`src/design/byte_fifo_burst_feeder_macros.svh`:
```
// Assertion macros used by the feeder's top module.
`ifndef BYTE_FIFO_BURST_FEEDER_MACROS_SVH
`define BYTE_FIFO_BURST_FEEDER_MACROS_SVH

// Same-cycle implication, checked outside reset.
`define BFBF_ASSERT_NOW(label, clk, rst_n, ante, cons, msg) \
    label: assert property (@(posedge clk) disable iff (!(rst_n)) \
        (ante) |-> (cons)) else $error(msg);

// Next-cycle implication, checked outside reset.
`define BFBF_ASSERT_NEXT(label, clk, rst_n, ante, cons, msg) \
    label: assert property (@(posedge clk) disable iff (!(rst_n)) \
        (ante) |=> (cons)) else $error(msg);

`endif

```
`src/design/bfbf_pkg.sv`:
```
package bfbf_pkg;

    // Fixed field widths.
    localparam int BYTE_W  = 8;
    localparam int KIND_W  = 3;
    localparam int OP_W    = 2;
    localparam int FILL_W  = 11;
    localparam int BURST_W = 6;

    // Largest burst per drain request.
    localparam logic [BURST_W-1:0] BURST_CAP = 6'd32;

    // Operation codes.
    localparam logic [OP_W-1:0] OP_PUSH  = 2'd0;
    localparam logic [OP_W-1:0] OP_DRAIN = 2'd1;
    localparam logic [OP_W-1:0] OP_POP   = 2'd2;
    localparam logic [OP_W-1:0] OP_FLUSH = 2'd3;

    // Result kinds.
    localparam logic [KIND_W-1:0] KIND_DRAIN     = 3'd0;
    localparam logic [KIND_W-1:0] KIND_POPPED    = 3'd1;
    localparam logic [KIND_W-1:0] KIND_POP_EMPTY = 3'd2;
    localparam logic [KIND_W-1:0] KIND_PAUSED    = 3'd3;
    localparam logic [KIND_W-1:0] KIND_OVERFLOW  = 3'd4;

    // Commands from the controller to the datapath.
    typedef struct packed {
        logic              push;
        logic              flush;
        logic              load_left;
        logic              single;
        logic              issue;
        logic              imm_load;
        logic [KIND_W-1:0] kind;
    } t_cmd;

    // Status from the datapath to the controller.
    typedef struct packed {
        logic empty;
        logic full;
        logic last_issue;
        logic can_issue;
        logic can_imm;
        logic pend;
    } t_status;

endpackage

```
`src/design/bfbf_ctrl.sv`:
```
module bfbf_ctrl (
    input  logic                        i_clk,
    input  logic                        i_rst_n,
    input  logic                        i_in_valid,
    input  logic [bfbf_pkg::OP_W-1:0]   i_opcode,
    input  logic                        i_ready_level,
    input  bfbf_pkg::t_status           i_status,
    output logic                        o_in_stall,
    output bfbf_pkg::t_cmd              o_cmd
);

    typedef enum logic [1:0] {
        S_IDLE,
        S_BURST,
        S_IMMED
    } t_state;

    t_state                        r_state, n_state;
    logic [bfbf_pkg::KIND_W-1:0]   r_kind, n_kind;
    logic                          accept;

    // New words are taken only when idle with no read in flight.
    assign o_in_stall = (r_state != S_IDLE) || i_status.pend;
    assign accept     = i_in_valid && !o_in_stall;

    // Decode and sequencing.
    always_comb begin
        n_state    = r_state;
        n_kind     = r_kind;
        o_cmd      = '0;
        o_cmd.kind = r_kind;
        case (r_state)
            S_IDLE: begin
                if (accept) begin
                    case (i_opcode)
                        bfbf_pkg::OP_PUSH: begin
                            if (i_status.full) begin
                                n_state = S_IMMED;
                                n_kind  = bfbf_pkg::KIND_OVERFLOW;
                            end else begin
                                o_cmd.push = 1'b1;
                            end
                        end
                        bfbf_pkg::OP_DRAIN: begin
                            if (i_ready_level) begin
                                if (i_status.empty) begin
                                    n_state = S_IMMED;
                                    n_kind  = bfbf_pkg::KIND_PAUSED;
                                end else begin
                                    o_cmd.load_left = 1'b1;
                                    n_state         = S_BURST;
                                    n_kind          = bfbf_pkg::KIND_DRAIN;
                                end
                            end
                        end
                        bfbf_pkg::OP_POP: begin
                            if (i_status.empty) begin
                                n_state = S_IMMED;
                                n_kind  = bfbf_pkg::KIND_POP_EMPTY;
                            end else begin
                                o_cmd.load_left = 1'b1;
                                o_cmd.single    = 1'b1;
                                n_state         = S_BURST;
                                n_kind          = bfbf_pkg::KIND_POPPED;
                            end
                        end
                        bfbf_pkg::OP_FLUSH: begin
                            o_cmd.flush = 1'b1;
                        end
                        default: begin
                            n_state = S_IDLE;
                        end
                    endcase
                end
            end
            S_BURST: begin
                if (i_status.can_issue) begin
                    o_cmd.issue = 1'b1;
                    if (i_status.last_issue) begin
                        n_state = S_IDLE;
                    end
                end
            end
            S_IMMED: begin
                if (i_status.can_imm) begin
                    o_cmd.imm_load = 1'b1;
                    n_state        = S_IDLE;
                end
            end
            default: begin
                n_state = S_IDLE;
            end
        endcase
    end

    // State and result kind.
    always_ff @(posedge i_clk) begin
        if (!i_rst_n) begin
            r_state <= S_IDLE;
            r_kind  <= bfbf_pkg::KIND_DRAIN;
        end else begin
            r_state <= n_state;
            r_kind  <= n_kind;
        end
    end

endmodule
```
`config.mk`:
```
export PLATFORM = sky130hd
export DESIGN_NAME = bfbf_ctrl
export DESIGN_NICKNAME = d
export VERILOG_FILES = /design/src/design/byte_fifo_burst_feeder_macros.svh /design/src/design/bfbf_pkg.sv /design/src/design/bfbf_ctrl.sv
export SDC_FILE = /design/constraint.sdc
export NUM_CORES = 1
export LEC_CHECK = 0
export ABC_CLOCK_PERIOD_IN_PS = 1400
export BUFFER_PORTS_ARGS = -buffer_cell sky130_fd_sc_hd__buf_2
export CELL_PAD_IN_SITES_DETAIL_PLACEMENT = 1
export CELL_PAD_IN_SITES_GLOBAL_PLACEMENT = 2
export CORE_AREA = 5 5 50 52
export DETAILED_ROUTE_END_ITERATION = 10
export DIE_AREA = 0 0 55 57
export PLACE_DENSITY = 0.7
export SETUP_SLACK_MARGIN = 0.05
export SKIP_CTS_REPAIR_TIMING = 1
export SLEW_MARGIN = 0
export SYNTH_ARGS = -nofsm -noshare
export SYNTH_HDL_FRONTEND = slang
export SYNTH_SLANG_ARGS = --single-unit
export TNS_END_PERCENT = 30
```
`constraint.sdc`:
```
create_clock -name i_clk -period 1.4 [get_ports i_clk]
set_input_delay 0.14 -clock i_clk [delete_from_list [all_inputs] [get_ports i_clk]]
set_output_delay 0.14 -clock i_clk [all_outputs]
set_load 0.05 [all_outputs]
```
Yosys cells after proc, flatten, opt, wreduce, memory -nomap -nowiden --
Cells that the tools add are included.
Cells by class: muxes and demuxes 28, eq/ne operators 14, reductions and logical operators 9
Operators with widths (number):
- $mux 2 | 10
- $ne 2x2->1 const B | 6
- $pmux 2 s3 | 2
- $mux 1 | 10
- $pmux 3 s3 | 1
- $mux 4 | 2
- $reduce_and 7->1 | 1
- $eq 2x2->1 const B | 3
- $mux 3 | 2
- $ne 3x3->1 const B | 2
- $reduce_and 5->1 | 1
- $eq 2x1->1 const B | 2
- $logic_not 2->1 | 2
- $ne 4x1->1 const B | 1
- $reduce_bool 3->1 | 1
- $pmux 1 s2 | 1
- $reduce_bool 2->1 | 1
- $logic_and 1x1->1 | 1
- $logic_not 1->1 | 1
- $logic_or 1x1->1 | 1
Storage, ports and cells: flip-flop bits (word level) 5, logic and storage cells 53, output and inout port bits 10, bits of input ports 12

Longest topological paths before layout --
Gate-level depths: netlist (run 1).
word-level depth 6, mapped depth 5, gate-level depth less buffers 5

Least setup slack after synthesis (run 1) --
No wires, ideal clock.
path type reg2out, start point register r_state[0], end point output port o_cmd[8] (netlist bit), setup slack -0.977 ns, required time 1.260 ns, cell stages (with the launch flop) 5, path buffers 1, arrival time 2.237 ns, cell sequence dfxtp_1 buf_6 nor2_1 nand3b_1 nor4_1
RTL lines:
- start, declared | line bfbf_ctrl.sv:18 | t_state r_state, n_state;
- start signal, assigned | line bfbf_ctrl.sv:102 | r_state <= n_state;
- end, declared | line bfbf_ctrl.sv:9 | output bfbf_pkg::t_cmd o_cmd

==> metrics, run 1 <==
outcome finished, violations left; failing checks negative setup slack; via count just over 500; Worst Setup Start Kind register; dominant synthesized flop cell dfxtp_1; maximum clock path buffer count 2; #FFs+latches synth 5; die area roughly 3100 um^2; die height between 50 and 60 um; Max-slew headroom 82.00%; area taken by multi-input logic gates 360.3 um^2; Register Area approximately 100 um^2; net count after synthesis 64; synth warn 0; WL/cell 13.15 um; vias in the first global route 540; number of synthesized flops with an enable pin 0; Highest Clock Rate between 600 and 700 MHz; Core ar. between 2000 and 2500 um^2; top-area cell type share of the netlist area between 20% and 30%; Max VDD drop 0.5253 mV; Hold Crit Class primary input to register; Clock Latency Late Sink around 0.23 ns; critical path class register to output port; top cells by count, synth 5 x dfxtp_1, 5 x inv_1, 4 x ha_1; crit end category output port; crit-path max FO 3; DRT antenna net count 0; internal power between 300 and 400 uW; Num CTS Buffers 3; Pleak between 0.0003 and 0.0004 uW; Synth Area in Compound Gates between 10% and 20%; worst setup path start r_state[1]$_SDFFE_PN0P_; Simple-Gate Fraction of Synth Area 33.43%; fin. max-slew vios 0; CTS tree done; GR Util All Layers 10.32%; sequential fraction of the synthesis area between 20% and 30%; sequential share of power approximately 29%; Pre-antenna DRT Iters 1; reg-to-reg startpoint r_state[1]$_SDFFE_PN0P_; final net count slightly below 100; clk slew on worst S/H paths 0.04 ns; Filler Cells Inserted 260; fin crit share 108.8%; DRC violations left 0; syn avg cell area a little over 9 um^2; grt ovf 0; Die X ~55 um; Area contributors post-synth dfxtp_1 23%, ha_1 11%, mux2i_1 6.9%; clock share of power approximately 29%; Root Buffer clkbuf_4; Vias per Instance 4.600; starting density of the core between 20% and 30%; first-pass GRT wire length 2.435 mm; cell taking the most area after synthesis dfxtp_1; Synth Area in Adders 11.43%; Cell Pwr Density 719.5 nW/um^2; Post-DP HPWL approximately 1.2 mm; Final Wtd Congestion 0.7571; antenna cell count 0; # setup viols final 5; Cell Area, Synth 437.9 um^2; detailed router's first-iteration violation count 0; area grow syn2layout 74.57%; main combinational cell family by area after synthesis simple AND/OR/NAND/NOR gates; final wirelength between 1 and 1.5 mm; Site Rows 17; Ports 22; count of input and output buffers 21; Mapped Cells 48; clk_skew 0.0002233 ns; htree depth 1; PnR worst setup slack -0.1234 ns; max_cap viols 0; switching pwr 189.8 uW; endpoints failing hold 0; Comb power frac between 40% and 50%; share of cells above drive strength 1 57.32%; Arrival @ worst endpoint roughly 1.4 ns; Synth async-reset ratio 0%; unrepaired setup endpoints after global routing true; Worst-Margin Slew between 0.2 and 0.3 ns; hold path startpoint i_status[1]; Power Total between 500 and 600 uW; Final Util a little under two fifths; largest net degree at the start of global routing 8; post-layout minimum cycle time roughly 1.5 ns; Worst Path Required 1.26 ns; XOR/XNOR Fraction of Synth Area 0%; initial antenna violation count 0; post-synth cell types 28; switching share of power between 30% and 40%; CTS sink count 5; mux share of post-synthesis cell area 6.857%
-- placed cells by master (no fill, tap or decap), types with 2 or more instances in the layout --
cell | netlist | final
nand2_1 | 2 | 2
a41oi_1 | 2 | 2
buf_2 | 0 | 15
buf_4 | 0 | 8
buf_6 | 1 | 7
ha_1 | 4 | 4
dfxtp_1 | 5 | 3
inv_1 | 5 | 5
nor3b_4 | 0 | 2
dfxtp_2 | 0 | 2
clkbuf_4 | 0 | 4
nand3_1 | 2 | 2
mux2i_1 | 3 | 3
-- path summary, 6_finish.rpt --
path / to / slack, ns / depth (start not counted)
setup / recovery: o_cmd[6] / -0.12 / 5
hold reg to reg: r_kind[1]$_SDFFE_PN0P_ / 0.46 / 2
setup reg to reg: r_kind[1]$_SDFFE_PN0P_ / 0.06 / 4
hold / removal: r_state[1]$_SDFFE_PN0P_ / 0.21 / 3
-- critical path, cell delays in order (launching register included) --
cell and delay [ns]:
dfxtp_2 0.32, nor2_4 0.11, nand3b_1 0.17, buf_6 0.18, nor3b_4 0.18, buf_6 0.18
-- flip-flops by register name (all words and copies together) (netlist names) --
signal / cells
r_kind: 3
r_state: 2
-- power by group through the flow --
stage,sequential (uW),combinational (uW),clock [uW]
3_5_place_dp,161,220,0
6_report,159,232,158
3_3_place_gp,161,216,0
2_1_floorplan,181,118,0
4_1_cts,159,221,167
5_1_grt,160,253,182
-- layer usage --
| layer | wire length, um | part of all wire [%] | vias up | track usage [%] |
|---|---|---|---|---|
| met5 | 0 | 0 | - | 0 |
| met4 | 8 | 0.55 | 0 | 1.042 |
| met3 | 70 | 4.8 | 2 | 2.611 |
| met2 | 745 | 51 | 17 | 17.74 |
| met1 | 622 | 43 | 237 | 13.15 |
| li1 | - | - | 250 | - |
-- per-stage QoR --
step,hold slack [ns],TNS [ns],instances,instance area [um^2],setup WS (ns)
6_report,0.2064,-0.3980,110,764.5,-0.1234
2_1_floorplan,0.2787,-0.4265,48,486.7,-0.2490
5_1_grt,0.2176,-0.7371,110,764.5,-0.1914
3_5_place_dp,0.4482,-0.02244,106,690.7,-0.02244
4_1_cts,0.2044,-1.029,110,716.9,-0.2653
3_3_place_gp,0.4483,0,106,690.7,0.01404
-- cell families (layout without fill, tap and decap cells) --
kind of cell	after synthesis	after routing
adders and majority gates	4	4
buffers and inverters	6	40
AOI/OAI and AO/OA	10	10
muxes	3	3
and+or+nand+nor	20	20
DFF	5	5
-- final cells by class --
cell class                 count  share of cell area, %
sequential                     5                  13.42
multi-input combinational     37                  47.14
clock buffer                   4                  3.437
timing repair buffer          31                  28.97
inverter                       5                  2.455
tap                           28                  4.583
Power figures use the tool's default switching activity.
==> run 2, diff against run 1 <==
--- a/config.mk
+++ b/config.mk
@@ -5,14 +5,14 @@
 export SDC_FILE = /design/constraint.sdc
 export NUM_CORES = 1
 export LEC_CHECK = 0
-export ABC_CLOCK_PERIOD_IN_PS = 1400
+export ABC_CLOCK_PERIOD_IN_PS = 1300
 export BUFFER_PORTS_ARGS = -buffer_cell sky130_fd_sc_hd__buf_2
 export CELL_PAD_IN_SITES_DETAIL_PLACEMENT = 1
 export CELL_PAD_IN_SITES_GLOBAL_PLACEMENT = 2
-export CORE_AREA = 5 5 50 52
+export CORE_AREA = 5 5 52 54
 export DETAILED_ROUTE_END_ITERATION = 10
-export DIE_AREA = 0 0 55 57
-export PLACE_DENSITY = 0.7
+export DIE_AREA = 0 0 57 59
+export PLACE_DENSITY = 0.68
 export SETUP_SLACK_MARGIN = 0.05
 export SKIP_CTS_REPAIR_TIMING = 1
 export SLEW_MARGIN = 0
==> constraint.sdc (replaced) <==
create_clock -name i_clk -period 1.3 [get_ports i_clk]
set_input_delay 0.13 -clock i_clk [delete_from_list [all_inputs] [get_ports i_clk]]
set_output_delay 0.13 -clock i_clk [all_outputs]
set_load 0.05 [all_outputs]
==> metrics, run 2 (synthesized netlist as in run 1, its figures left out) <==
worst setup path start r_state[1]$_SDFFE_PN0P_; Max-slew headroom between 80% and 90%; clk_skew just under 0.003 ns; CTS tree done; Die X roughly 57 um; grt ovf 0; Worst-Margin Slew approximately 0.27 ns; Root Buffer clkbuf_4; die area around 3400 um^2; antenna cell count 0; r2r setup slk -0.04 ns; clk slew on worst S/H paths around 0.04 ns; fin. max-slew vios 0; endpoints failing hold 0; failing checks negative setup slack; Arrival @ worst endpoint 1.41 ns; area grow syn2layout 88.00%; final net count 105; Core ar. around 2200 um^2; WL/cell 13.02 um; Reg2Reg Depth 4; post-route cell area approximately 800 um^2; PnR worst setup slack -0.2401 ns; Highest Clock Rate approximately 650 MHz; count of input and output buffers 21; Post-DP HPWL 1.296 mm; largest net degree at the start of global routing 7; htree depth 1; Largest Register r_kind; reg2reg end r_kind[1]$_SDFFE_PN0P_; Ports 22; starting density of the core about a fifth; Pleak slightly below 0.0004 uW; CTS sink count 5; via count 510; DRC violations left 0; Worst Setup Start Kind register; Hold Crit Class primary input to register; # setup viols final 6; max reg flops 3; Cell Pwr Density between 700 and 800 nW/um^2; post-layout minimum cycle time between 1.5 and 2 ns; max_cap viols 0; Final Wtd Congestion 0.6671; share of cells above drive strength 1 around three fifths; initial antenna violation count 0; Site Rows 17; critical path class register to output port; DRT antenna net count 0; Num CTS Buffers 3; crit end category output port; Clock Latency Late Sink approximately 0.24 ns; final wirelength about 1.5 mm; crit-path max FO 4; GR Util All Layers 9.375%; die height 59 um; Vias per Instance between 4 and 5; Max VDD drop 0.4829 mV; first-pass GRT wire length ~2.4 mm; fin crit share 118.5%; highest-count cells in the layout ignoring fill and taps 14 x buf_2, 14 x buf_4, 8 x buf_6; Pre-antenna DRT Iters 4; maximum clock path buffer count 2; outcome finished, violations left; detailed router's first-iteration violation count 5; biggest registers after layout r_kind (3), r_state (2); Worst Path Required between 1 and 1.5 ns; vias in the first global route approximately 560; reg-to-reg startpoint r_state[1]$_SDFFE_PN0P_; Post-DP Area around 740 um^2; Power Total slightly above 600 uW; CP Capture Point o_cmd[5]; unrepaired setup endpoints after global routing true
-- run 2: cell types whose count changed in the layout (fill, tap and decap cells not counted), sizes merged --
cell	previous run	this run
clkbuf	5	4
buf	30	37
-- run 2: worst min-delay path by stage --
stage	start	endpoint	slack, ns	cells after the start
6_report	i_status[1]	r_state[1]$_SDFFE_PN0P_	0.19	3
2_1_floorplan	i_rst_n	r_state[0]$_SDFFE_PN0P_	0.27	2
3_3_place_gp	i_status[1]	r_state[1]$_SDFFE_PN0P_	0.44	3
4_1_cts	i_status[1]	r_state[1]$_SDFFE_PN0P_	0.19	3
3_5_place_dp	i_status[1]	r_state[1]$_SDFFE_PN0P_	0.44	3
5_1_grt	i_status[1]	r_state[1]$_SDFFE_PN0P_	0.19	3
-- run 2: metrics by stage --
step | instances | TNS, ns | setup slack (ns) | util, % | hold slack [ns]
floorplan | 48 | -0.7865 | -0.3390 | - | 0.2687
global placement | 112 | -0.2873 | -0.09550 | 33.91 | 0.4365
detailed placement | 112 | -0.3396 | -0.08708 | 33.91 | 0.4361
CTS | 116 | -1.689 | -0.3429 | 35.12 | 0.1853
global route | 116 | -1.547 | -0.3015 | 37.95 | 0.1920
finish | 116 | -0.9796 | -0.2401 | 37.95 | 0.1854
-- run 2: worst max-delay path, stage by stage (launching register included) --
cell      delay [ns]
dfxtp_2         0.33
nor2_4          0.11
nand3b_1        0.17
buf_6           0.18
nor3b_4         0.19
buf_6           0.18
-- run 2: where the power goes --
| part | total, uW | leakage, uW | internal (uW) | switching, uW |
|---|---|---|---|---|
| logic | 268 | 0.000330 | 123 | 145 |
| clock network | 181 | 0.0000150 | 116 | 65.2 |
| registers | 173 | 0.0000416 | 164 | 9.05 |
-- run 2: cell type report --
cell class / count / area [um^2]
clock buffer: 4 / 26.28
fill: 270 / 1346
inverter: 5 / 18.77
multi-input combinational: 37 / 360.3
sequential: 5 / 102.6
tap: 28 / 35.03
timing repair buffer: 37 / 280.3
-- run 2: per-layer routing --
layer / GRT usage (%) / wire length (um) / vias to the layer above
met5: 0 / 0 / -
met4: 3.974 / 0 / 0
met3: 1.961 / 47 / 0
met2: 15.33 / 764 / 9
met1: 11.93 / 699 / 238
li1: - / - / 263
